## config.mk

```make
export PLATFORM = sky130hd
export DESIGN_NAME = vdi_ram
export DESIGN_NICKNAME = d
export VERILOG_FILES = /design/src/sv/vdi_ram.sv
export SDC_FILE = /design/constraint.sdc
export NUM_CORES = 1
export LEC_CHECK = 0
export BUFFER_PORTS_ARGS = -buffer_cell sky130_fd_sc_hd__clkbuf_2
export CAP_MARGIN = 20
export CORE_ASPECT_RATIO = 1.25
export CORE_UTILIZATION = 45
export CTS_CLUSTER_SIZE = 30
export DETAILED_ROUTE_END_ITERATION = 10
export GPL_TIMING_DRIVEN = 0
export PLACE_DENSITY_LB_ADDON = 0.1
export SYNTH_ARGS = -nofsm -noshare
export SYNTH_HDL_FRONTEND = slang
export SYNTH_SLANG_ARGS = --single-unit
```

## constraint.sdc

```tcl
create_clock -name clock -period 3.7 [get_ports clock]
set_input_delay 0.74 -clock clock [delete_from_list [all_inputs] [get_ports clock]]
set_output_delay 0.74 -clock clock [all_outputs]
set_load 0.005 [all_outputs]
```

## src/sv/vdi_ram.sv

```systemverilog
// Generic single-write, single-read RAM with registered read data.
`default_nettype none
module vdi_ram #(
   parameter int WIDTH = 8,
   parameter int DEPTH = 16
) (
   input  wire logic                     clock,
   input  wire logic                     we,
   input  wire logic [$clog2(DEPTH)-1:0] waddr,
   input  wire logic [WIDTH-1:0]         wdata,
   input  wire logic [$clog2(DEPTH)-1:0] raddr,
   output logic      [WIDTH-1:0]         rdata
);
   logic [WIDTH-1:0] mem [DEPTH];

   always_ff @(posedge clock) begin
      if (we) begin
         mem[waddr] <= wdata;
      end
      rdata <= mem[raddr];
   end
endmodule
`default_nettype wire

```

==> flow_summary.json <==
{
  "cts_resized": 0,
  "dpl_cell_area_mm2": 0.00546,
  "clk_path_buf_depth": 2,
  "min_from": "mem[14][1]$_DFFE_PP_",
  "cts_made_buffers": 17,
  "setup-violations-final": 0,
  "routabilityCongestion": 0.766,
  "synth_top_cell_by_area": "edfxtp_1",
  "fin_nets": 294,
  "drt_first_pass_iters": 7,
  "avgSynthCellArea_um2": 22.5,
  "dp_hpwl_um": 6570,
  "relSlewSlack_pct": 34.3,
  "path_max_fanout": 6,
  "ys_warn_count": 0,
  "final-max-slew-violation-count": 0,
  "synth-compound-area-share_pct": 2.33,
  "drtIter0Drc": 164,
  "grt_setup_unrepaired": "no",
  "post_cts_buffers": 0,
  "rows": 43,
  "r2r_slack_ns": 2.25,
  "cts_hold_buf": 0,
  "r2r_end": "rdata[7]$_DFF_P_",
  "ios": 26,
  "synth_fa_ha_area_share_pct": 0,
  "synth_seq_area_share_pct": 77.8,
  "dr_total_vias": 2369,
  "cts.sinks": 136,
  "worstMarginPinSlew_ns": 0.979,
  "synth_top_family_by_area": "multiplexers",
  "clockRootBuffer": "clkbuf_16",
  "die_w_um": 97.7,
  "die_h_um": 122,
  "clk_latency_ns": 0.41,
  "yosys-mux-area-fraction_pct": 15.0,
  "drive_above_1_share_pct": 29.1,
  "period_share_pct": 53.7,
  "finalHoldWorstSlack_ns": 0.685,
  "finalWirelength_um": 10200,
  "final_cell_area_mm2": 0.00601,
  "critPathKind": "primary input to flop",
  "crit_path_end_kind": "flop",
  "vias_per_cell": 5.59,
  "fillers": 896,
  "synth_area_mm2": 0.00515,
  "synth_xor_area_share_pct": 0,
  "grt_overflow": 0,
  "worstSetupStartpointType": "primary input",
  "die-area_mm2": 0.0119,
  "grt_pass1_vias": 2420,
  "netlist_instances": 229,
  "grt_use_total_pct": 18.9,
  "remaining_drc_errors": 4,
  "diodes": 0,
  "violations": "DRC",
  "yosys-top-cells-area": "edfxtp_1, mux4_2, mux4_1, dfxtp_1, a22oi_1",
  "hold_depth": 3,
  "finClkSkew_ns": 0.00633,
  "max_freq_mhz": 503,
  "rr_worst_depth": 3,
  "synth-simple-area-share_pct": 3.18,
  "cts_tree": "built",
  "start_util_pct": 46.2,
  "timing.rr.start": "mem[3][7]$_DFFE_PP_",
  "setup-tns-final_ns": 0,
  "cap_violations": 0,
  "dp.cells": 392,
  "power.leakage_nw": 2.04,
  "portBuffers": 24,
  "timing.final.hold_violations": 0,
  "period_needed_ns": 1.99,
  "hold_class": "flop to flop",
  "power_density_mw_per_mm2": 576,
  "detail-route-antenna-nets": 0,
  "core_area_mm2": 0.0111,
  "avgRoutedWirePerCell_um": 24.1,
  "synth_top_area_share_pct": 74.7,
  "holdPathEnd": "rdata[1]$_DFF_P_",
  "ir_worst_vdd_uv": 281,
  "ys_ff_latch": 136,
  "arrival_ns": 2.11,
  "final-instance-count-excl-fill": 424,
  "status": "finished with violations",
  "cts.htree.levels": 4,
  "clk_pin_slew_ns": 0.05,
  "synth_nets": 247,
  "yosys.cell_types.count": 19,
  "syn_to_final_growth_pct": 16.8,
  "fin_total_pwr_mw": 3.46,
  "crit_required_ns": 3.82,
  "grt_max_degree": 17,
  "antenna_found_initial": 0,
  "grt_pass1_wl_um": 14800
}
through the flow:
stage	worst slack (ns)	util [%]
6_report	1.71	54.0
5_1_grt	1.61	54.0
4_1_cts	1.71	54.0
3_5_place_dp	1.27	49.1
3_3_place_gp	0.874	48.8
2_1_floorplan	1.47	-
state kept, by name, summed over array words and instances (netlist names):
name   cells
mem      128
rdata      8
layer usage:
metal  vias up  routed length [um]  GRT usage [%]  share of wire [%]
li1       1065                   -              -                  -
met1      1245                4630           24.3                 45
met2        51                5120           30.4                 50
met3         8                 376           5.05                3.7
met4         0                 112           8.24                1.1
met5         -                   0              0                  0
Yosys cell counts (all sizes together):
library cell,number
nor2,13
or3b,1
nand3b,2
nor2b,1
a22oi,16
nand2,9
and2,1
nand3,1
and2b,1
dfxtp,8
nand2b,2
nor3,4
mux4,32
edfxtp,128
buf,7
clkdlybuf4s25,3
where the power goes:
group          leakage [nW]  switching [mW]  internal (mW)  total, mW
combinational         0.540          0.0951         0.0687      0.164
clock                 0.272           0.587          0.979       1.57
sequential             1.22         0.00839           1.72       1.73
cell type report:
cell class	instances	area (um2)	share of cell area [%]
buffer	10	86.3	1.44
clock buffer	21	440	7.33
clock inverter	11	106	1.77
multi-input combinational	83	1060	17.6
sequential	136	4000	66.6
tap	135	169	2.81
timing repair buffer	28	148	2.46
critical path, stage by stage:
cell	delay, ns
clkbuf_2	0.14
nand3_1	0.15
nor3_1	0.77
buf_2	0.30
kinds of logic (layout without fill, tap and decap cells):
logic type             Yosys count  in the layout
flip-flops                     136            136
AND/OR/NAND/NOR                 35             35
multiplexers                    32             32
AO/OA/AOI/OAI                   16             16
buffers and inverters           10             70
layout by cell type, fill, tap and decap left out, types with 3 or more instances in the layout:
cell type,count
edfxtp_1,128
clkbuf_2,24
mux4_2,18
clkbuf_16,17
a22oi_1,16
mux4_1,14
nor2_1,13
nand2_1,9
dfxtp_1,8
clkinv_2,7
buf_2,4
buf_4,4
nor3_1,4
clkbuf_1,4
buf_6,3
clkdlybuf4s25_2,3
how the worst max path moves through the flow:
stage / start / to / slack, ns / depth (start not counted)
after floorplan: waddr[2] / mem[0][0]$_DFFE_PP_ / 1.47 / 2
after global placement: waddr[2] / mem[0][1]$_DFFE_PP_ / 0.87 / 3
after detailed placement: waddr[2] / mem[3][1]$_DFFE_PP_ / 1.27 / 3
after CTS: waddr[2] / mem[3][1]$_DFFE_PP_ / 1.71 / 3
after global routing: we / mem[12][5]$_DFFE_PP_ / 1.61 / 4
final: we / mem[12][5]$_DFFE_PP_ / 1.71 / 4
Note: power is estimated with default switching activity, not from simulation.
